==> src/rtl/brct_pkg.sv <==
// shared types, widths and codes for the byte range cell table
// used by brct_cell, brct_ctrl and byte_range_cell_table; no dependencies
package brct_pkg;

  localparam int unsigned OFF_W   = 13;
  localparam int unsigned SIZE_W  = 13;
  localparam int unsigned BOUND_W = 14;
  localparam int unsigned ACT_W   = 3;
  localparam int unsigned STAT_W  = 2;

  localparam int unsigned DEF_TABLE_ENTRIES = 32;
  localparam int unsigned MAX_RESULTS       = 32;
  localparam int unsigned CNT_W             = $clog2(MAX_RESULTS);

  localparam int unsigned IN_DATA_W  = ((OFF_W + SIZE_W + 2 * BOUND_W + 1 + 7) / 8) * 8;
  localparam int unsigned OUT_DATA_W = ((OFF_W + SIZE_W + 7) / 8) * 8;

  // request codes
  localparam logic [ACT_W-1:0] ACT_MAKE   = 3'd0;
  localparam logic [ACT_W-1:0] ACT_REMOVE = 3'd1;
  localparam logic [ACT_W-1:0] ACT_LOOKUP = 3'd2;
  localparam logic [ACT_W-1:0] ACT_POINT  = 3'd3;
  localparam logic [ACT_W-1:0] ACT_BOUND  = 3'd4;

  // result status codes
  localparam logic [STAT_W-1:0] STAT_OK   = 2'd0;
  localparam logic [STAT_W-1:0] STAT_HIT  = 2'd1;
  localparam logic [STAT_W-1:0] STAT_NONE = 2'd2;
  localparam logic [STAT_W-1:0] STAT_FULL = 2'd3;

  typedef enum logic [2:0] {
    CO_HOLD,
    CO_EVAL,
    CO_INSERT,
    CO_REMOVE,
    CO_SKIP
  } cell_op_t;

  typedef enum logic [1:0] {
    S_IDLE,
    S_EVAL,
    S_EXEC,
    S_REPORT
  } state_t;

  // one table entry; gmax is the largest size among entries sharing this offset
  typedef struct packed {
    logic              valid;
    logic [OFF_W-1:0]  off;
    logic [SIZE_W-1:0] size;
    logic [SIZE_W-1:0] gmax;
    logic              hit;
  } entry_t;

  // broadcast from the controller to every cell
  typedef struct packed {
    cell_op_t           op;
    logic [ACT_W-1:0]   action;
    logic [OFF_W-1:0]   q_off;
    logic [SIZE_W-1:0]  q_size;
    logic [BOUND_W-1:0] lo;
    logic [BOUND_W-1:0] hi;
    logic [SIZE_W-1:0]  new_gmax;
    logic [OFF_W-1:0]   rm_off;
    logic [SIZE_W-1:0]  rm_size;
    logic [SIZE_W-1:0]  prev_size;
  } cell_cmd_t;

  // summary of the chain seen by the controller
  typedef struct packed {
    logic              any;
    logic              more;
    logic              full;
    logic [OFF_W-1:0]  sel_off;
    logic [SIZE_W-1:0] sel_size;
    logic [SIZE_W-1:0] grp_gmax;
    logic [SIZE_W-1:0] prev_size;
  } chain_stat_t;

endpackage

==> src/rtl/brct_cell.sv <==
// one cell of the sorted entry chain: holds an entry, compares it with the
// broadcast request and shifts to or from its neighbours; uses brct_pkg
module brct_cell (
  input  logic                clk,
  input  logic                rst_n,
  input  brct_pkg::cell_cmd_t cmd,
  input  brct_pkg::entry_t    left_view,
  input  logic                left_lt,
  input  brct_pkg::entry_t    right_view,
  input  logic                pre,
  input  logic                sel,
  output brct_pkg::entry_t    cur_o,
  output brct_pkg::entry_t    view_o,
  output logic                lt_o,
  output logic                eqoff_o
);
  import brct_pkg::*;

  entry_t cur_r, cur_nxt;
  entry_t view;
  entry_t new_ent;
  logic   lt_r, lt_nxt;
  logic   eqoff_r, eqoff_nxt;

  logic [BOUND_W-1:0] q_end, c_end, g_end;
  logic               eq, pt, bd, hit_eval, lt_eval, eqoff_eval;

  // per-cell compares against the request
  always_comb begin
    q_end = BOUND_W'(cmd.q_off) + BOUND_W'(cmd.q_size);
    c_end = BOUND_W'(cur_r.off) + BOUND_W'(cur_r.size);
    g_end = BOUND_W'(cur_r.off) + BOUND_W'(cur_r.gmax);
    eq    = (cur_r.off == cmd.q_off) && (cur_r.size == cmd.q_size);
    pt    = (BOUND_W'(cur_r.off) < q_end) && (BOUND_W'(cmd.q_off) < c_end) && !eq;
    // group end reaches lo is the same as x + gmax - 1 >= lo
    bd    = (cmd.lo <= cmd.hi) && (cur_r.gmax != '0) &&
            (BOUND_W'(cur_r.off) <= cmd.hi) && (g_end > cmd.lo);
    unique case (cmd.action)
      ACT_MAKE, ACT_REMOVE, ACT_LOOKUP: hit_eval = cur_r.valid && eq;
      ACT_POINT:                        hit_eval = cur_r.valid && pt;
      ACT_BOUND:                        hit_eval = cur_r.valid && bd;
      default:                          hit_eval = 1'b0;
    endcase
    lt_eval    = cur_r.valid && ({cur_r.off, cur_r.size} < {cmd.q_off, cmd.q_size});
    eqoff_eval = cur_r.valid && (cur_r.off == cmd.q_off);
  end

  // entry as handed to neighbours, with the group maximum brought up to date
  always_comb begin
    view = cur_r;
    unique case (cmd.op)
      CO_INSERT: begin
        if (eqoff_r) view.gmax = cmd.new_gmax;
      end
      CO_REMOVE: begin
        if (cur_r.valid && (cur_r.off == cmd.rm_off) && (cur_r.gmax == cmd.rm_size))
          view.gmax = cmd.prev_size;
      end
      default: ;
    endcase
  end

  always_comb begin
    new_ent.valid = 1'b1;
    new_ent.off   = cmd.q_off;
    new_ent.size  = cmd.q_size;
    new_ent.gmax  = cmd.new_gmax;
    new_ent.hit   = 1'b0;
  end

  always_comb begin
    cur_nxt   = cur_r;
    lt_nxt    = lt_r;
    eqoff_nxt = eqoff_r;
    unique case (cmd.op)
      CO_EVAL: begin
        cur_nxt.hit = hit_eval;
        lt_nxt      = lt_eval;
        eqoff_nxt   = eqoff_eval;
      end
      CO_INSERT: begin
        // cells below the new key stay, the first one above takes the new entry, the rest take their left neighbour
        if (lt_r) cur_nxt = view;
        else if (left_lt) cur_nxt = new_ent;
        else cur_nxt = left_view;
      end
      CO_REMOVE: begin
        cur_nxt = pre ? right_view : view;
      end
      CO_SKIP: begin
        if (sel) cur_nxt.hit = 1'b0;
      end
      default: ;
    endcase
  end

  always_ff @(posedge clk) begin
    if (!rst_n) begin
      cur_r.valid <= 1'b0;
      cur_r.hit   <= 1'b0;
    end else begin
      cur_r <= cur_nxt;
    end
  end

  always_ff @(posedge clk) begin
    lt_r    <= lt_nxt;
    eqoff_r <= eqoff_nxt;
  end

  assign cur_o   = cur_r;
  assign view_o  = view;
  assign lt_o    = lt_r;
  assign eqoff_o = eqoff_r;

endmodule

==> config.mk <==
export PLATFORM = sky130hd
export DESIGN_NAME = brct_cell
export DESIGN_NICKNAME = d
export VERILOG_FILES = /design/src/rtl/brct_pkg.sv /design/src/rtl/brct_cell.sv
export SDC_FILE = /design/constraint.sdc
export NUM_CORES = 1
export LEC_CHECK = 0
export ABC_AREA = 1
export BUFFER_PORTS_ARGS = -buffer_cell sky130_fd_sc_hd__buf_2
export CAP_MARGIN = 10
export CORE_MARGIN = 2
export CORE_UTILIZATION = 40
export DETAILED_ROUTE_END_ITERATION = 10
export GPL_TIMING_DRIVEN = 0
export PLACE_DENSITY = 0.67
export REMOVE_ABC_BUFFERS = 1
export SLEW_MARGIN = 15
export SYNTH_ARGS = -nofsm -noshare
export SYNTH_HDL_FRONTEND = slang
export SYNTH_SLANG_ARGS = --single-unit
==> constraint.sdc <==
create_clock -name clk -period 5.39 [get_ports clk]
set_clock_uncertainty 0.05 [all_clocks]
set_input_delay 0.2695 -clock clk [delete_from_list [all_inputs] [get_ports clk]]
set_output_delay 0.2695 -clock clk [all_outputs]
set_load 0.01 [all_outputs]
======== Word-level counts from Yosys, hierarchy flattened ========
Index checks and enable logic that the tools add are counted.
storage, ports and cells
  bits in registers ....................... 43
  input port bits ......................... 199
  output and inout port bits .............. 84
operators by class
  $add $sub $neg .......................... 3
  magnitude comparators ................... 6
  equality and inequality tests ........... 15
  multiplexer cells ....................... 10
  reduce and logical (&&, ||, !) cells .... 23
operator list
  kind                                                  number
  2-to-1 mux 41 bit                                     3
  one-hot mux 40 bit (2 select lines)                   1
  equality test 13 bit                                  4
  adder 13 x 13 -> 14 bit                               3
  < comparator 13 x 14 -> 1 bit                         2
  < comparator 26 bit                                   1
  2-to-1 mux 13 bit                                     2
  one-hot mux 13 bit (2 select lines)                   1
  greater-than comparator 14 bit                        1
  <= comparator 13 x 14 -> 1 bit                        1
  <= comparator 14 bit                                  1
  logical AND 1 bit                                     13
  nonzero test 13 bit                                   1
  equality test 3 x 2 -> 1 bit (second input constant)  4
  AND reduction 4 bit                                   2
  equality test 3 x 1 -> 1 bit (second input constant)  2
  equality test 3 bit (second input constant)           2
  != test 2 bit (second input constant)                 3
  one-hot mux 1 bit (4 select lines)                    1
  nonzero test 4 bit                                    1
  zero test 3 bit                                       1
  one-hot mux 1 bit (3 select lines)                    1
  AND reduction 3 bit                                   1
  OR reduction 3 bit                                    1
  other kinds (4)                                       4

======== Depth between registers and ports, before layout ========
  word-level depth ........................ 7
  depth in mapped cells ................... 26
  depth with buffers taken out ............ 26

======== Worst setup path before layout ========
No wires, ideal clock.
  kind .................................... reg-to-reg
  start point ............................. register cur_r (netlist bit cur_o[29])
  end point ............................... register cur_r (netlist bit cur_o[0])
  data arrival time ....................... 2.885 ns
  path slack .............................. 2.385 ns
  stages on the path, launching flop included .. 26
  clock period less this slack ............ 3.005 ns
  cells stage by stage .................... edfxtp_1 -> ha_1 -> a21oi_1 -> nand2_1 -> a21oi_1 -> o21ai_1 -> nand2_1 -> nand2_1 -> nand2_1 -> inv_1 -> o21ai_1 -> nand2_1 -> ha_1 -> nand2_1 -> nor2_1 -> and2_1 -> nand2_1 -> nand2_1 -> nand2_1 -> inv_1 -> nand3_1 -> nand2_1 -> inv_1 -> nand2_1 -> nand2_1 -> a21oi_1
between the ends
  longest elaborated chain between the ends .. 7
  elaborated cells on any way between the ends .. 18
ends and longest elaborated chain
  what                                                                RTL line                          text
  start, declared                                                     brct_cell.sv:19                   entry_t cur_r, cur_nxt;
  start signal, assigned                                              brct_cell.sv:102                  cur_r <= cur_nxt;
  adder 13 x 13 -> 14 bit or equality test 13 bit (tied branches)     brct_cell.sv:31, brct_cell.sv:33
  < comparator 13 x 14 -> 1 bit or logical AND 1 bit (tied branches)  brct_cell.sv:34, brct_cell.sv:33
  logical AND 1 bit or zero test 1 bit (tied branches)                brct_cell.sv:34                   pt = (BOUND_W'(cur_r.off) < q_end) && (BOUND_W'(cmd.q_off) < c_end) && !eq;
  logical AND 1 bit                                                   brct_cell.sv:34
  logical AND 1 bit                                                   brct_cell.sv:40                   ACT_POINT: hit_eval = cur_r.valid && pt;
  one-hot mux 1 bit (3 select lines) (*)                              brct_cell.sv:38                   unique case (cmd.action)
  one-hot mux 1 bit (4 select lines) (*)                              brct_cell.sv:75                   unique case (cmd.op)
Mark *: on every way between the ends. The rest lies on a longest branch, timed or not.
A chain may end at the register's enable or synchronous reset.

======== Final worst setup path ========
  start point ............................. register cur_r (netlist bit cur_o[33])
  end point ............................... register cur_r (netlist bit cur_o[0])
The elaborated chain is that of the path after synthesis.

==> impl_metrics.toml <==
[logic_synthesis]
seq_area_frac_synth_pct = 16.64
synth-edff-count = 41
ys_ff_latch = 43
yosysMostFrequentCell = "nand2_1"
synth_cell_types = 43
avgSynthCellArea_um2 = 6.653
yosysTopAreaCellShare_pct = 21.30
netlist_area_um2 = 7637
synth_top_area_cell = "ha_1"
async_flop_share_pct = 0
netlist_top_cells_area = "ha_1 (21%), edfxtp_1 (16%), nand2_1 (15%), a21oi_1 (8.1%), inv_1 (7.1%)"
syn_inst = 1148
synth_ff_type = "edfxtp_1"
netlist_top_cells_count = "nand2_1 (311), inv_1 (144), ha_1 (130), a21oi_1 (123), o21ai_0 (67)"
yosys_warnings = 0

[cts]
clock-sinks = 43
clockBufferDepth = 2
clk_pin_slew_ns = 0.07
cts_tree = "done"
insertion_delay_ns = 0.31
cts-hold-fix-buffers = 0
h-tree-depth = 2
postCtsSetupRepairBufs = 0
cts-root-buf = "clkbuf_16"
numCtsBuffers = 5
cts-resized-gates = 0

[die]
dieHeight_um = 142.2
initial_core_util_pct = 40.83
core_area_um2 = 18710
rows = 50
die-width_um = 142.2
die_area_um2 = 20220
ioPinCount = 283

[sta]
hold_viol = 0
drv_slew = 0
tightest_slew_ns = 0.7984
fin_crit_ns = 3.691
slew_headroom_pct = 46.71
clock.fmax_ghz = 0.2709
rsz0062_at_grt = "false"
fin_ws_ns = 1.699
setup_viol = 0
fin_crit_sh_pct = 68.47

[worst_hold_path]
hp-class = "in2reg"

[power_and_ir_drop]
powerDensity_nw_per_um2 = 143.0
peakVddDrop_mv = 0.1145
p_leak_uw = 0.005021

[setup_path]
crit_fanout = 8
crit_slowest_cell = "edfxtp_1"
startpoint_type = "flop"
cp_common_cell = "nand2_1"
critical_path_arrival_ns = 3.88
slowest_delay_ns = 0.73
end_kind = "flop"
cp.required_ns = 5.58
crit_type = "reg2reg"

[detailed_routing]
dr.pass1.iters = 6
drt_iter0_drc = 508
drt.antenna.violating_nets = 0
via_per_inst = 5.110
post_drt_wl_per_cell_um = 15.65
route.detailed.drc = 0
wl_um = 25390
vias = 8293

[place]
post-dp-hpwl_um = 20360
gp_congestion = 0.8677
pre_cts_ws_ns = 1.698
dp_cells = 1613
portBuffers = 282

[grt]
antenna_found_initial = 2
grt_pass1_wl_um = 38630
grt-ovfl-total = 0
grt_pass1_vias = 7685
grt_use_total_pct = 24.42
grt_max_degree = 67

[final_layout]
syn2layout_area_growth_pct = 21.22
multi_input_area_um2 = 5474
layout.cells.non_filler = 1623
seq_area_um2 = 1271
fillers = 1901
fin_nets = 1718
drive_gt1_share_pct = 24.87

[flow_run]
max_cap_violations = 0

[run_status]
status = "complete, no violations"
-- area by class of cell --
cell class / instances / area share, %
diodes: 2 / 0.05406
clock buffers: 5 / 1.352
clock inverters: 3 / 0.5001
inverters: 155 / 6.285
multi-input cells: 897 / 59.13
flip-flops and latches: 43 / 13.73
well taps: 234 / 3.163
repair buffers: 284 / 15.79
-- sequential cells by signal, summed over array words and instances, names as in the netlist --
register	cells
cur_o	41
eqoff_o	1
lt_o	1
-- power by group --
part | leakage [uW] | total, uW | internal [uW] | switching [uW]
combinational | 0.00454 | 531 | 230 | 301
sequential | 0.000396 | 400 | 379 | 20.8
clock | 0.0000804 | 392 | 222 | 171
-- metrics by stage --
| stage | instance area [um^2] | power [uW] | utilization, % | hold slack (ns) | TNS (ns) |
|---|---|---|---|---|---|
| 2_1_floorplan | 7308 | 733.5 | - | 0.3578 | 0 |
| 3_3_place_gp | 9012 | 919.5 | 48.18 | 0.4955 | -1.282 |
| 3_5_place_dp | 9079 | 934.4 | 48.54 | 0.4977 | 0 |
| 4_1_cts | 9250 | 1334 | 49.45 | 0.1664 | 0 |
| 5_1_grt | 9258 | 1419 | 49.49 | 0.1841 | 0 |
| 6_report | 9258 | 1323 | 49.49 | 0.1843 | 0 |
-- worst max-delay path: cells and delay by family, from the launching register on --
kind | cells | cell delay, ns
AO/OA/AOI/OAI | 6 | 0.84
adder cells (fa/ha/maj) | 2 | 0.67
buffers and inverters | 3 | 0.12
flip-flops | 1 | 0.73
AND/OR/NAND/NOR | 14 | 1.18
-- path summary, 6_finish.rpt --
path,start,endpoint,slack [ns],cells past startpoint
min,right_view[40],cur_o[40],0.18,3
min reg2reg,cur_o[0],cur_o[0],0.53,2
max,cur_o[33],cur_o[0],1.70,25
max reg2reg,cur_o[33],cur_o[0],1.70,25
-- cells by family (layout without fill, tap and decap cells) --
group | count (synthesis) | after routing | synth area share, %
multiplexers | 1 | 1 | 0.1311
AND/OR/NAND/NOR | 489 | 489 | 28.18
XOR/XNOR | 45 | 45 | 5.160
buffers and inverters | 208 | 447 | 11.93
flip-flops | 43 | 43 | 16.64
adder cells (fa/ha/maj) | 133 | 133 | 22.08
other | 0 | 2 | 0
AO/OA/AOI/OAI | 229 | 229 | 15.87
-- cell usage in the layout, fill, tap and decap left out, drive strengths merged --
| master | Yosys | layout |
|---|---|---|
| nand2 | 331 | 331 |
| buf | 40 | 284 |
| inv | 154 | 155 |
| ha | 130 | 130 |
| a21oi | 123 | 123 |
| o21ai | 77 | 77 |
| nor2 | 69 | 69 |
| nand3 | 46 | 46 |
| edfxtp | 41 | 41 |
| xor2 | 29 | 29 |
| xnor2 | 16 | 16 |
| nand4 | 14 | 14 |
| nand3b | 13 | 13 |
| nor3 | 9 | 9 |
| a21o | 7 | 7 |
| o21bai | 7 | 7 |
| clkbuf | 13 | 5 |
| or2 | 5 | 5 |
| o22ai | 4 | 4 |
| a31oi | 4 | 4 |
| a211oi | 3 | 3 |
| fa | 3 | 3 |
| diode | 0 | 2 |
| o2111ai | 2 | 2 |
| dfxtp | 2 | 2 |
| nor3b | 1 | 1 |
| a31o | 1 | 1 |
| clkinv | 1 | 1 |
| mux2i | 1 | 1 |
| o211ai | 1 | 1 |
| and2 | 1 | 1 |
| bufinv | 0 | 1 |
| clkinvlp | 0 | 1 |
-- layer usage --
layer	vias up	global-route usage, %	wire, um
met3	54	3.230	1577
met1	3674	30.64	11050
met4	0	10.05	894
li1	4257	-	-
met5	-	0	0
met2	308	42.18	11870
Note: power is estimated with default switching activity, not from simulation.
