--- config.mk ---
export PLATFORM = sky130hd
export DESIGN_NAME = brct_ctrl
export DESIGN_NICKNAME = d
export VERILOG_FILES = /design/src/rtl/brct_pkg.sv /design/src/rtl/brct_ctrl.sv
export SDC_FILE = /design/constraint.sdc
export NUM_CORES = 1
export LEC_CHECK = 0
export ABC_AREA = 1
export BUFFER_PORTS_ARGS = -buffer_cell sky130_fd_sc_hd__buf_2
export CAP_MARGIN = 20
export CORE_UTILIZATION = 44
export CTS_CLUSTER_DIAMETER = 200
export DETAILED_ROUTE_END_ITERATION = 7
export PLACE_DENSITY = 0.81
export REMOVE_ABC_BUFFERS = 1
export SETUP_SLACK_MARGIN = 0.2
export SYNTH_ARGS = -nofsm -noshare
export SYNTH_HDL_FRONTEND = slang
export SYNTH_SLANG_ARGS = --single-unit
--- constraint.sdc ---
create_clock -name clk -period 4.85 [get_ports clk]
set_clock_uncertainty 0.2 [all_clocks]
set_input_delay 1.2125 -clock clk [delete_from_list [all_inputs] [get_ports clk]]
set_output_delay 1.2125 -clock clk [all_outputs]
set_load 0.005 [all_outputs]
--- src/rtl/brct_pkg.sv ---
// shared types, widths and codes for the byte range cell table
// used by brct_cell, brct_ctrl and byte_range_cell_table; no dependencies
package brct_pkg;

  localparam int unsigned OFF_W   = 13;
  localparam int unsigned SIZE_W  = 13;
  localparam int unsigned BOUND_W = 14;
  localparam int unsigned ACT_W   = 3;
  localparam int unsigned STAT_W  = 2;

  localparam int unsigned DEF_TABLE_ENTRIES = 32;
  localparam int unsigned MAX_RESULTS       = 32;
  localparam int unsigned CNT_W             = $clog2(MAX_RESULTS);

  localparam int unsigned IN_DATA_W  = ((OFF_W + SIZE_W + 2 * BOUND_W + 1 + 7) / 8) * 8;
  localparam int unsigned OUT_DATA_W = ((OFF_W + SIZE_W + 7) / 8) * 8;

  // request codes
  localparam logic [ACT_W-1:0] ACT_MAKE   = 3'd0;
  localparam logic [ACT_W-1:0] ACT_REMOVE = 3'd1;
  localparam logic [ACT_W-1:0] ACT_LOOKUP = 3'd2;
  localparam logic [ACT_W-1:0] ACT_POINT  = 3'd3;
  localparam logic [ACT_W-1:0] ACT_BOUND  = 3'd4;

  // result status codes
  localparam logic [STAT_W-1:0] STAT_OK   = 2'd0;
  localparam logic [STAT_W-1:0] STAT_HIT  = 2'd1;
  localparam logic [STAT_W-1:0] STAT_NONE = 2'd2;
  localparam logic [STAT_W-1:0] STAT_FULL = 2'd3;

  typedef enum logic [2:0] {
    CO_HOLD,
    CO_EVAL,
    CO_INSERT,
    CO_REMOVE,
    CO_SKIP
  } cell_op_t;

  typedef enum logic [1:0] {
    S_IDLE,
    S_EVAL,
    S_EXEC,
    S_REPORT
  } state_t;

  // one table entry; gmax is the largest size among entries sharing this offset
  typedef struct packed {
    logic              valid;
    logic [OFF_W-1:0]  off;
    logic [SIZE_W-1:0] size;
    logic [SIZE_W-1:0] gmax;
    logic              hit;
  } entry_t;

  // broadcast from the controller to every cell
  typedef struct packed {
    cell_op_t           op;
    logic [ACT_W-1:0]   action;
    logic [OFF_W-1:0]   q_off;
    logic [SIZE_W-1:0]  q_size;
    logic [BOUND_W-1:0] lo;
    logic [BOUND_W-1:0] hi;
    logic [SIZE_W-1:0]  new_gmax;
    logic [OFF_W-1:0]   rm_off;
    logic [SIZE_W-1:0]  rm_size;
    logic [SIZE_W-1:0]  prev_size;
  } cell_cmd_t;

  // summary of the chain seen by the controller
  typedef struct packed {
    logic              any;
    logic              more;
    logic              full;
    logic [OFF_W-1:0]  sel_off;
    logic [SIZE_W-1:0] sel_size;
    logic [SIZE_W-1:0] grp_gmax;
    logic [SIZE_W-1:0] prev_size;
  } chain_stat_t;

endpackage

--- src/rtl/brct_ctrl.sv ---
// request sequencer: takes request beats, drives the cell chain and holds
// the result register; uses brct_pkg
module brct_ctrl (
  input  logic                              clk,
  input  logic                              rst_n,
  input  logic                              in_tvalid,
  output logic                              in_tready,
  input  logic [brct_pkg::IN_DATA_W-1:0]    in_tdata,
  input  logic [brct_pkg::ACT_W-1:0]        in_tuser,
  output logic                              out_tvalid,
  input  logic                              out_tready,
  output logic [brct_pkg::OUT_DATA_W-1:0]   out_tdata,
  output logic [brct_pkg::STAT_W-1:0]       out_tuser,
  output logic                              out_tlast,
  input  brct_pkg::chain_stat_t             stat,
  output brct_pkg::cell_cmd_t               cmd
);
  import brct_pkg::*;

  localparam int unsigned SIZE_LSB = OFF_W;
  localparam int unsigned LO_LSB   = OFF_W + SIZE_W;
  localparam int unsigned HI_LSB   = LO_LSB + BOUND_W;
  localparam int unsigned RM_BIT   = HI_LSB + BOUND_W;
  localparam int unsigned PAD_W    = OUT_DATA_W - OFF_W - SIZE_W;

  state_t state_r, state_nxt;

  logic [ACT_W-1:0]   act_r;
  logic [OFF_W-1:0]   q_off_r;
  logic [SIZE_W-1:0]  q_size_r;
  logic [BOUND_W-1:0] lo_r, hi_r;
  logic               rm_r;
  logic [CNT_W-1:0]   cnt_r;

  logic               out_valid_r;
  logic [STAT_W-1:0]  out_status_r;
  logic [OFF_W-1:0]   out_off_r;
  logic [SIZE_W-1:0]  out_size_r;
  logic               out_last_r;

  logic               accept, out_free, rep_last, out_load;
  logic [STAT_W-1:0]  ld_status;
  logic [OFF_W-1:0]   ld_off;
  logic [SIZE_W-1:0]  ld_size;
  logic               ld_last;
  logic [SIZE_W-1:0]  new_gmax;

  assign accept   = in_tvalid && in_tready;
  assign out_free = !out_valid_r || out_tready;
  assign rep_last = !stat.more || (cnt_r == CNT_W'(MAX_RESULTS - 1));
  assign new_gmax = (stat.grp_gmax > q_size_r) ? stat.grp_gmax : q_size_r;

  // next state
  always_comb begin
    state_nxt = state_r;
    unique case (state_r)
      S_IDLE: begin
        if (in_tvalid) state_nxt = S_EVAL;
      end
      S_EVAL: begin
        if (act_r == ACT_POINT || act_r == ACT_BOUND) state_nxt = S_REPORT;
        else state_nxt = S_EXEC;
      end
      S_EXEC: begin
        if (out_free) state_nxt = S_IDLE;
      end
      S_REPORT: begin
        if (out_free && (!stat.any || rep_last)) state_nxt = S_IDLE;
      end
      default: state_nxt = S_IDLE;
    endcase
  end

  // outputs: chain command and result load
  always_comb begin
    in_tready     = (state_r == S_IDLE);
    cmd.op        = CO_HOLD;
    cmd.action    = act_r;
    cmd.q_off     = q_off_r;
    cmd.q_size    = q_size_r;
    cmd.lo        = lo_r;
    cmd.hi        = hi_r;
    cmd.new_gmax  = new_gmax;
    cmd.rm_off    = stat.sel_off;
    cmd.rm_size   = stat.sel_size;
    cmd.prev_size = stat.prev_size;
    out_load      = 1'b0;
    ld_status     = STAT_NONE;
    ld_off        = '0;
    ld_size       = '0;
    ld_last       = 1'b1;
    unique case (state_r)
      S_IDLE: ;
      S_EVAL: cmd.op = CO_EVAL;
      S_EXEC: begin
        if (out_free) begin
          out_load = 1'b1;
          unique case (act_r)
            ACT_MAKE: begin
              if (stat.any) begin
                ld_status = STAT_HIT;
                ld_off    = q_off_r;
                ld_size   = q_size_r;
              end else if (stat.full) begin
                ld_status = STAT_FULL;
              end else begin
                cmd.op    = CO_INSERT;
                ld_status = STAT_OK;
                ld_off    = q_off_r;
                ld_size   = q_size_r;
              end
            end
            ACT_REMOVE: begin
              if (stat.any) begin
                cmd.op    = CO_REMOVE;
                ld_status = STAT_OK;
                ld_off    = q_off_r;
                ld_size   = q_size_r;
              end
            end
            ACT_LOOKUP: begin
              if (stat.any) begin
                ld_status = STAT_HIT;
                ld_off    = q_off_r;
                ld_size   = q_size_r;
              end
            end
            default: ;
          endcase
        end
      end
      S_REPORT: begin
        if (out_free) begin
          out_load = 1'b1;
          if (stat.any) begin
            ld_status = rm_r ? STAT_OK : STAT_HIT;
            ld_off    = stat.sel_off;
            ld_size   = stat.sel_size;
            ld_last   = rep_last;
            cmd.op    = rm_r ? CO_REMOVE : CO_SKIP;
          end
        end
      end
      default: ;
    endcase
  end

  always_ff @(posedge clk) begin
    if (!rst_n) begin
      state_r     <= S_IDLE;
      cnt_r       <= '0;
      out_valid_r <= 1'b0;
    end else begin
      state_r <= state_nxt;
      if (accept) cnt_r <= '0;
      else if (state_r == S_REPORT && out_load) cnt_r <= cnt_r + 1'b1;
      if (out_load) out_valid_r <= 1'b1;
      else if (out_tready) out_valid_r <= 1'b0;
    end
  end

  always_ff @(posedge clk) begin
    if (accept) begin
      act_r    <= in_tuser;
      q_off_r  <= in_tdata[SIZE_LSB-1:0];
      q_size_r <= in_tdata[LO_LSB-1:SIZE_LSB];
      lo_r     <= in_tdata[HI_LSB-1:LO_LSB];
      hi_r     <= in_tdata[RM_BIT-1:HI_LSB];
      rm_r     <= in_tdata[RM_BIT];
    end
    if (out_load) begin
      out_status_r <= ld_status;
      out_off_r    <= ld_off;
      out_size_r   <= ld_size;
      out_last_r   <= ld_last;
    end
  end

  assign out_tvalid = out_valid_r;
  assign out_tdata  = {{PAD_W{1'b0}}, out_size_r, out_off_r};
  assign out_tuser  = out_status_r;
  assign out_tlast  = out_last_r;

endmodule

After elaboration in Yosys (flattened, before gate mapping)
Index checks and enable logic that the tools add are counted.
{"block": "totals", "regBits": 95, "in_bits": 118, "out_inout_bits": 149}
{"block": "op_classes", "addsub": 1, "n_lt_le_gt_ge": 1, "eq_ne": 11, "muxes": 45, "bitwise_logic": 1, "reduce_logical": 18}
{"operator": "$mux 13", "count": 13}
{"operator": "$pmux 13 s2", "count": 4}
{"operator": "$mux 2", "count": 14}
{"operator": "$gt 13x13->1", "count": 1}
{"operator": "$mux 3", "count": 3}
{"operator": "$pmux 3 s3", "count": 1}
{"operator": "$pmux 2 s2", "count": 2}
{"operator": "$pmux 2 s4", "count": 1}
{"operator": "$eq 3x2->1 const B", "count": 2}
{"operator": "$mux 1", "count": 6}
{"operator": "$ne 2x2->1 const B", "count": 3}
{"operator": "$pmux 2 s3", "count": 1}
{"operator": "$reduce_and 3->1", "count": 2}
{"operator": "$reduce_or 2->1", "count": 3}
{"operator": "$add 5x1->5 const B", "count": 1}
{"operator": "$eq 5x5->1 const B", "count": 1}
{"operator": "$eq 2x2->1 const B", "count": 2}
{"operator": "$logic_or 1x1->1", "count": 4}
{"operator": "$eq 3x1->1 const B", "count": 1}
{"operator": "$eq 3x3->1 const B", "count": 1}
{"operator": "$logic_and 1x1->1", "count": 3}
{"operator": "$logic_not 1->1", "count": 3}
{"operator": "$logic_not 3->1", "count": 1}
{"operator": "$eq 2x1->1 const B", "count": 1}
{"operator": "other kinds (3)", "count": 3}

Logic depth before layout (Yosys ltp)
Gate-level depths: netlist (run 1).
{"block": "logic_depth", "word_depth": 6, "depth_mapped": 12}

Least setup slack after synthesis (run 1)
OpenSTA, ideal clock, no wires.
{"block": "synth_path", "kind": "input to register", "startpoint": "input in_tvalid", "endpoint": "register cnt_r[0]", "t_arrival_ns": 4.149, "setup_slack_ns": 0.387, "cell_stages": 6, "n_path_buf": 0, "path_cell_list": "inv_1 -> nor2_1 -> nor2_1 -> inv_1 -> a21oi_1 -> o21a_1"}
{"block": "synth_via", "elab_chain_len": 2}
{"element": "start, declared", "line_no": "brct_ctrl.sv:6", "rtl": "input logic in_tvalid,"}
{"element": "$logic_and 1x1->1", "line_no": "brct_ctrl.sv:48", "rtl": "assign accept = in_tvalid && in_tready;"}
{"element": "named net accept", "line_no": "brct_ctrl.sv:41", "rtl": "logic accept, out_free, rep_last, out_load;"}
{"element": "$reduce_or 2->1 (no source line)"}
{"element": "end signal, assigned", "line_no": "brct_ctrl.sv:156", "rtl": "else if (state_r == S_REPORT && out_load) cnt_r <= cnt_r + 1'b1;"}
{"element": "end, declared", "line_no": "brct_ctrl.sv:33", "rtl": "logic [CNT_W-1:0] cnt_r;"}
The timed path passes the listed nets, and every way through them passes these cells.
A chain may end at the register's enable or synchronous reset.

==> results.sh, run 1 <==
export IMPL_status="completed"
export IMPL_diodes=0
export IMPL_dr_total_vias=3545
export IMPL_nNetsFinal=734
export IMPL_cts_repair_resized=0
export IMPL_rsz0062_at_grt="false"
export IMPL_worst_slew_pin_slew_ps=725.4
export IMPL_cts_buffers=9
export IMPL_synthTopCellsByArea="edfxtp_1, nand2_1, buf_4, ha_1, dfxtp_1"
export IMPL_antenna_found_initial=0
export IMPL_post_cts_repair_setup_buffers=0
export IMPL_rows=36
export IMPL_dieArea_sq_mm=0.01059
export IMPL_p_per_area_mw_per_mm2=355.6
export IMPL_ys_seq_area_share_pct=61.90
export IMPL_holdCritPathClass="reg2reg"
export IMPL_drc=0
export IMPL_synthFlopType="edfxtp_1"
export IMPL_finalSetupTns_ps=0
export IMPL_synth_top_area_cell="edfxtp_1"
export IMPL_yosysMostFrequentCell="nand2_1"
export IMPL_synthesis_area_sq_mm=0.004479
export IMPL_p_leak_uw=0.002578
export IMPL_ioPinCount=267
export IMPL_synth_cell_type_count=34
export IMPL_gp_routability_congestion=0.8463
export IMPL_final_max_slew_viol_count=0
export IMPL_viasPerCell=4.797
export IMPL_clk_pin_slew_ps=90
export IMPL_p_total_uw=2006
export IMPL_synth_common_cells="nand2_1, edfxtp_1, buf_4"
export IMPL_crit_path_end_kind="output port"
export IMPL_die_w_um=102.9
export IMPL_synth_edf_count=87
export IMPL_grt_total_usage_pct=19.84
export IMPL_vdd_drop_max_mv=0.2027
export IMPL_drt_iter0_markers=171
export IMPL_firstDrtPassIters=4
export IMPL_post_route_min_period_ps=4321
export IMPL_clock_fmax_ghz=0.2314
export IMPL_grt_pass1_wl_um=15550
export IMPL_clock_sink_count=95
export IMPL_port_buffer_count=233
export IMPL_synth_top_area_share_pct=58.32
export IMPL_drv_cap=0
export IMPL_syn_inst=403
export IMPL_ys_seq_elements=95
export IMPL_die_h_um=102.9
export IMPL_hold_viol_final=0
export IMPL_start_util_pct=45.62
export IMPL_hpwl_um=8223
export IMPL_wl_per_cell_um=14.48
export IMPL_ant_nets=0
export IMPL_drive_gt1_share_pct=45.21
export IMPL_hold_ws_ps=273.3
export IMPL_core_sq_mm=0.009819
export IMPL_holdBufCountCts=0
export IMPL_crit_arrival_ps=2910
export IMPL_crit_type="in2out"
export IMPL_tritoncts="yes"
export IMPL_setup_viol=0
export IMPL_crit_required_ps=3440
export IMPL_fin_crit_sh_pct=89.09
export IMPL_maxSlewHeadroom_pct=51.53
export IMPL_dp_cells=723
export IMPL_cts_htree_levels=3
export IMPL_grt_ovfl_total=0
export IMPL_root_buffer="clkbuf_8"
export IMPL_worstPathMaxFanout=15
export IMPL_grt_pass1_vias=3437
export IMPL_finalNonFillerCells=739
export IMPL_startpoint_type="input pin"
export IMPL_syn_to_final_growth_pct=25.92
export IMPL_grt_max_degree=38
export IMPL_clockBufferDepth=2
export IMPL_synthArstFlopShare_pct=0
export IMPL_clk_latency_ps=350
export IMPL_ys_warnings_count=0
export IMPL_drt_total_wl_um=10700
export IMPL_syn_area_per_cell_sq_um=11.11
## cell type report
class / instances / area, sq um
timing repair buffer: 237 / 1196
clock inverter: 6 / 67.56
sequential: 95 / 2773
multi-input combinational: 221 / 1166
tap: 133 / 166.4
fill: 873 / 4179
inverter: 37 / 143.9
clock buffer: 10 / 127.6
## flip-flops by register name (all words and copies together) (netlist names), 3 cells and up
signal	count
cnt_r	5
out_off_r	13
q_size_r	13
act_r	3
q_off_r	13
hi_r	14
lo_r	14
out_size_r	13
## through the flow
step | worst slack [ps] | utilization (%) | area (sq um)
floorplan | 386.6 | - | 4075
global placement | 647.1 | 55.45 | 5445
detailed placement | 574.3 | 55.45 | 5445
CTS | 572.2 | 57.44 | 5640
global route | 368.1 | 57.44 | 5640
finish | 529.1 | 57.44 | 5640
## worst max-delay path, stage by stage
cell     delay, ps
buf_2          120
ha_1           300
nand2_1         80
nor2_1         220
and2_1         160
nand2_1         60
nand2_2        230
nand2_2        240
nand2_1        120
nand2_1         60
buf_2          120
## routing by layer
metal	part of all wire, %	GRT usage (%)	routed length, um	up-vias
met5	0	0	0	-
met4	1.9	9.751	204	0
met3	8.2	5.085	873	15
met2	51	36.10	5427	196
met1	39	21.39	4198	1630
li1	-	-	-	1704
## final timing paths
kind	startpoint	endpoint	slack, ps	cells after the start
setup / recovery	stat[25]	cmd[46]	530	11
hold / removal	cnt_r[4]	cnt_r[4]	270	2
setup reg to reg	state_r[1]	act_r[1]	2500	4
hold reg to reg	cnt_r[4]	cnt_r[4]	270	2
## cell usage in the layout, fill, tap and decap left out, drive strengths merged, types with 2 or more instances in the layout
cell	count
nand2	107
a21oi	12
nand3	18
nand4	3
nor2	18
ha	15
clkinv	2
edfxtp	87
clkbuf	10
inv	39
buf	237
o21ai	33
dfxtp	8
conb	6
## report_power, final
| group | leakage [uW] | switching [uW] | internal [uW] |
|---|---|---|---|
| clock | 0.0000949 | 282 | 242 |
| sequential | 0.000888 | 45.0 | 1020 |
| combinational | 0.00160 | 254 | 166 |
## cells by family (layout without fill, tap and decap cells)
kind of cell,count (synthesis),after routing,synth area share [%]
xor gates and xnor gates,1,1,0.1956
DFF,95,95,61.90
AOI/OAI and AO/OA,51,51,7.012
and+or+nand+nor,148,148,13.97
adders and majority gates,15,15,4.190
other,1,6,0.08372
buffers and inverters,92,290,12.65
(Power assumes the default switching activity.)
==> run 2: changes to the inputs <==
Settings changed: ABC_AREA 1 to 0, CORE_AREA set to 2 2 103 105, CORE_UTILIZATION 44 to not set, DIE_AREA set to 0 0 105 107, PLACE_DENSITY 0.81 to 0.8.
==> run 2 against run 1 <==
Compared with the run above: wire length grew 0.34%; utilization is 2.8 points lower; non-clock buffer count up 2; worst hold slack better by 54 ps; area after synthesis fell by 4.3%; worst setup slack got worse by 210 ps; global-route usage shrank 1.5 points; cell count shrank 13%; register-to-register slack improved by 270 ps; critical path depth is 2 lower; via count is 12% lower; first-iteration DRC count is 36% lower; critical endpoint is now cmd[40]; largest cell class unchanged.
==> results.sh, run 2 <==
export IMPL_hpwl_um=8265
export IMPL_synth_cell_type_count=41
export IMPL_dr_total_vias=3105
export IMPL_drt_iter0_markers=109
export IMPL_final_max_slew_viol_count=0
export IMPL_clk_pin_slew_ps=90
export IMPL_ys_warnings_count=0
export IMPL_post_cts_repair_setup_buffers=0
export IMPL_firstDrtPassIters=4
export IMPL_reg2reg_setup_slack_ps=2770
export IMPL_ys_seq_elements=95
export IMPL_worstPathMaxFanout=12
export IMPL_grt_pass1_wl_um=15630
export IMPL_synthArstFlopShare_pct=0
export IMPL_finalSetupTns_ps=0
export IMPL_synthTopCellsByArea="edfxtp_1, buf_4, a22o_1, ha_1, dfxtp_1"
export IMPL_wl_per_cell_um=16.75
export IMPL_ant_nets=0
export IMPL_grt_ovfl_total=0
export IMPL_drive_gt1_share_pct=54.56
export IMPL_crit_type="in2out"
export IMPL_synthFlopType="edfxtp_1"
export IMPL_yosysMostFrequentCell="edfxtp_1"
export IMPL_post_route_min_period_ps=4530
export IMPL_min_from="cnt_r[4]"
export IMPL_holdPathStages=2
export IMPL_grt_max_degree=50
export IMPL_holdCritPathClass="reg2reg"
export IMPL_status="completed"
export IMPL_synth_top_area_cell="edfxtp_1"
export IMPL_nNetsFinal=632
export IMPL_r2r_worst_path_cells=4
export IMPL_drv_cap=0
export IMPL_drt_total_wl_um=10740
export IMPL_start_util_pct=42.47
export IMPL_syn_inst=298
export IMPL_die_w_um=105
export IMPL_p_total_uw=1708
export IMPL_cts_repair_resized=0
export IMPL_p_per_area_mw_per_mm2=309.6
export IMPL_die_h_um=107
export IMPL_grt_pass1_vias=3013
export IMPL_hold_viol_final=0
export IMPL_dieArea_sq_mm=0.01124
export IMPL_syn_area_per_cell_sq_um=14.38
export IMPL_synthesis_area_sq_mm=0.004287
export IMPL_clock_sink_count=95
export IMPL_p_leak_uw=0.002555
export IMPL_crit_path_end_kind="output port"
export IMPL_fin_crit_sh_pct=93.40
export IMPL_startpoint_type="input pin"
export IMPL_port_buffer_count=233
export IMPL_largest_registers="hi_r: 14 flops, lo_r: 14 flops"
export IMPL_clk_latency_ps=370
export IMPL_clock_fmax_ghz=0.2208
export IMPL_vdd_drop_max_mv=0.1566
export IMPL_crit_required_ps=3440
export IMPL_rsz0062_at_grt="false"
export IMPL_synth_top_area_share_pct=60.95
export IMPL_cts_htree_levels=3
export IMPL_setup_viol=0
export IMPL_syn_to_final_growth_pct=28.72
export IMPL_ys_seq_area_share_pct=64.68
export IMPL_rows=37
export IMPL_cts_buffers=9
export IMPL_antenna_found_initial=1
export IMPL_ioPinCount=267
export IMPL_worst_slew_pin_slew_ps=602.7
export IMPL_core_sq_mm=0.01009
export IMPL_tritoncts="yes"
export IMPL_grt_total_usage_pct=18.37
export IMPL_final_cell_mix="buf_2, edfxtp_1, a22o_1"
export IMPL_r2r_start="state_r[0]"
export IMPL_r2r_end="out_off_r[5]"
export IMPL_crit_arrival_ps=3120
export IMPL_gp_routability_congestion=0.8181
export IMPL_root_buffer="clkbuf_8"
export IMPL_clockBufferDepth=2
export IMPL_final_common_cell="buf_2"
export IMPL_viasPerCell=4.844
export IMPL_drc=0
export IMPL_synth_common_cells="edfxtp_1, buf_4, a22o_1"
export IMPL_maxSlewHeadroom_pct=59.77
export IMPL_hold_end="cnt_r[4]"
export IMPL_holdBufCountCts=0
export IMPL_synth_edf_count=87
-- run 2: logic make-up after synthesis --
kind of cell | after synthesis | synth area share [%]
compound gates | 52 | 9.136
xor+xnor | 3 | 0.6131
fa+ha+maj | 15 | 4.378
buf+inv | 72 | 10.60
flops | 95 | 64.68
mux | 15 | 4.758
other cells | 1 | 0.08748
simple gates | 45 | 5.750
-- run 2: stage by stage --
| step | worst slack (ps) | cell area (sq um) | cells | util (%) | hold WS, ps |
|---|---|---|---|---|---|
| floorplan | 429.8 | 3919 | 249 | - | 267.2 |
| global placement | 362.6 | 5286 | 622 | 52.38 | 281.3 |
| detailed placement | 324.3 | 5286 | 622 | 52.38 | 304.2 |
| CTS | 319.1 | 5468 | 638 | 54.18 | 326.8 |
| global route | 219.5 | 5515 | 640 | 54.65 | 356.0 |
| finish | 320.1 | 5518 | 641 | 54.67 | 327.5 |
-- run 2: worst max-delay path, stage by stage --
cell     delay, ps
buf_2          110
ha_1           300
nand2_2         90
nor4_4         360
o21ai_2        120
a22oi_2        160
buf_4          280
mux2_2         360
buf_2          120
-- run 2: report_power, final --
group,internal (uW),switching [uW]
logic,127,126
clock network,194,287
registers,949,26.3
-- run 2: metal layers --
metal / up-vias / track usage [%] / part of all wire (%)
li1: 1448 / - / -
met1: 1481 / 20.39 / 37
met2: 162 / 31.40 / 51
met3: 14 / 7.903 / 10
met4: 0 / 6.857 / 1.4
met5: - / 0 / 0
-- run 2: layout make-up --
| cell class | instances | area, sq um |
|---|---|---|
| fillers | 851 | 4574 |
| flip-flops and latches | 95 | 2773 |
| repair buffers | 239 | 1244 |
| multi-input cells | 136 | 1080 |
| well taps | 136 | 170.2 |
| clock buffers | 9 | 123.9 |
| inverters | 18 | 67.56 |
| clock inverters | 7 | 57.56 |
| diodes | 1 | 2.502 |
-- run 2: worst max path at each step --
| stage | start | to | slack, ps | depth (start not counted) |
|---|---|---|---|---|
| detailed placement | stat[25] | cmd[39] | 320 | 9 |
| floorplan | stat[25] | cmd[39] | 430 | 6 |
| global placement | stat[23] | cmd[40] | 360 | 9 |
| global route | stat[25] | cmd[39] | 220 | 9 |
| finish | stat[25] | cmd[40] | 320 | 9 |
| CTS | stat[25] | cmd[40] | 320 | 9 |
==> run 3: changes to the inputs <==
Settings changed: CORE_AREA 2 2 103 105 to 2 2 102 104, CTS_BUF_LIST set to sky130_fd_sc_hd__clkbuf_4 sky130_fd_sc_hd__clkbuf_8, DIE_AREA 0 0 105 107 to 0 0 104 106, PLACE_DENSITY 0.8 to 0.81.
==> run 3 against run 2 <==
Compared with the run above: largest power group unchanged; highest routed layer unchanged; clock power up 4%; worst setup slack worse by 1.9 ps; critical path depth unchanged; count of clock-buffer cells in the layout unchanged; total power up 1.0%; via count up 0.81%; largest cell class unchanged; maximum frequency about the same; register-to-register slack worse by 200 ps.
==> results.sh, run 3 (synthesized netlist as in run 2, its figures left out) <==
export IMPL_r2r_worst_path_cells=4
export IMPL_post_cts_repair_setup_buffers=0
export IMPL_cts_htree_levels=3
export IMPL_largest_registers="hi_r: 14 flops, lo_r: 14 flops"
export IMPL_p_per_area_mw_per_mm2=313.3
export IMPL_max_stage_delay_ps=360
export IMPL_drc=0
export IMPL_fin_crit_sh_pct=93.44
export IMPL_drive_gt1_share_pct=54.76
export IMPL_cts_buffers=9
export IMPL_dp_cells=622
export IMPL_nNetsFinal=632
export IMPL_hpwl_um=8352
export IMPL_cp_common_cell="buf_2"
export IMPL_worst_slew_pin_slew_ps=623.8
export IMPL_crit_type="in2out"
export IMPL_startpoint_type="input pin"
export IMPL_die_h_um=106
export IMPL_vdd_drop_max_mv=0.1358
export IMPL_holdPathStages=2
export IMPL_final_common_cell="buf_2"
export IMPL_drt_iter0_markers=125
export IMPL_start_util_pct=42.87
export IMPL_clock_sink_count=95
export IMPL_rsz0062_at_grt="false"
export IMPL_hold_ws_ps=322.1
export IMPL_finalSetupTns_ps=0
export IMPL_gp_routability_congestion=0.8365
export IMPL_worstPathCellList="buf_2 -> ha_1 -> nand2_2 -> nor4_4 -> o21ai_2 -> a22oi_2 -> buf_4 -> mux2_2 -> buf_2"
export IMPL_crit_path_end_kind="output port"
export IMPL_holdCritPathClass="reg2reg"
export IMPL_port_buffer_count=233
export IMPL_worstPathMaxFanout=12
export IMPL_ioPinCount=267
export IMPL_holdBufCountCts=0
export IMPL_cp_num_buf_inv=3
export IMPL_crit_arrival_ps=3120
export IMPL_grt_total_usage_pct=19.15
export IMPL_clk_pin_slew_ps=100
export IMPL_hold_viol_final=0
export IMPL_antenna_found_initial=1
export IMPL_syn_to_final_growth_pct=28.52
export IMPL_final_area_sq_mm=0.005509
export IMPL_grt_max_degree=48
export IMPL_die_w_um=104
export IMPL_drv_cap=0
export IMPL_cp_slowest_cell="nor4_4"
export IMPL_drt_total_wl_um=10990
export IMPL_p_leak_uw=0.002550
export IMPL_clock_fmax_ghz=0.2207
export IMPL_firstDrtPassIters=4
export IMPL_post_route_min_period_ps=4532
export IMPL_tritoncts="yes"
export IMPL_cts_repair_resized=0
export IMPL_finalNonFillerCells=641
export IMPL_grt_pass1_vias=3080
export IMPL_core_sq_mm=0.01000
export IMPL_final_cell_mix="buf_2, edfxtp_1, a22o_1"
export IMPL_maxSlewHeadroom_pct=58.41
export IMPL_dieArea_sq_mm=0.01102
export IMPL_status="completed"
export IMPL_crit_required_ps=3440
export IMPL_post_route_util_pct=55.09
export IMPL_ant_nets=0
export IMPL_path_delay_family="buffers and inverters"
export IMPL_root_buffer="clkbuf_8"
export IMPL_clockBufferDepth=2
export IMPL_final_max_slew_viol_count=0
export IMPL_grt_ovfl_total=0
export IMPL_grt_pass1_wl_um=16080
export IMPL_viasPerCell=4.883
export IMPL_setup_viol=0
export IMPL_placed_cell_area_sq_mm=0.005286
export IMPL_wl_per_cell_um=17.15
export IMPL_rows=37
export IMPL_clk_latency_ps=360
export IMPL_critical_path_depth=9
export IMPL_dr_total_vias=3130
[run 3: changes by cell type in the layout (fill, tap and decap cells not counted), sizes merged]
| cell | previous run | this run |
|---|---|---|
| clkinv | 5 | 1 |
| clkinvlp | 0 | 1 |
| inv | 20 | 23 |
[run 3: final timing paths]
kind,from,to,slack [ps]
worst min register to register,cnt_r[4],cnt_r[4],320
worst min-delay path,cnt_r[4],cnt_r[4],320
worst max-delay path,stat[25],cmd[40],320
worst max register to register,state_r[0],out_off_r[10],2570
[run 3: final cells by class]
cell class	count	area (sq um)
Antenna cell	1	2.502
Clock buffer	9	123.9
Clock inverter	7	61.31
Fill cell	850	4491
Inverter	18	67.56
Multi-Input combinational cell	136	1080
Sequential cell	95	2773
Tap cell	136	170.2
Timing Repair Buffer	239	1231
[run 3: tightest hold or removal path: cells and delay by family (launching register included)]
family,cells,cell delay (ps)
DFF,1,350
muxes,1,70
and+or+nand+nor,1,70
[run 3: report_power, final]
group / internal, uW / total [uW] / switching [uW]
sequential: 949 / 974 / 25.9
combinational: 126 / 253 / 127
clock: 198 / 498 / 300
total: 1270 / 1730 / 453
[run 3: metrics by stage]
step,setup slack [ps],power [uW]
floorplan,429.8,1096
finish,318.2,1726
CTS,312.9,1746
global route,207.1,1799
detailed placement,315.4,1245
global placement,385.0,1232
[run 3: layer usage]
layer  global-route usage (%)  vias to the layer above  part of all wire (%)
met1                    20.41                     1488                    36
met4                    7.722                        0                   1.8
li1                         -                     1450                     -
met2                    33.93                      173                    52
met5                        0                        -                     0
met3                    7.664                       19                    10
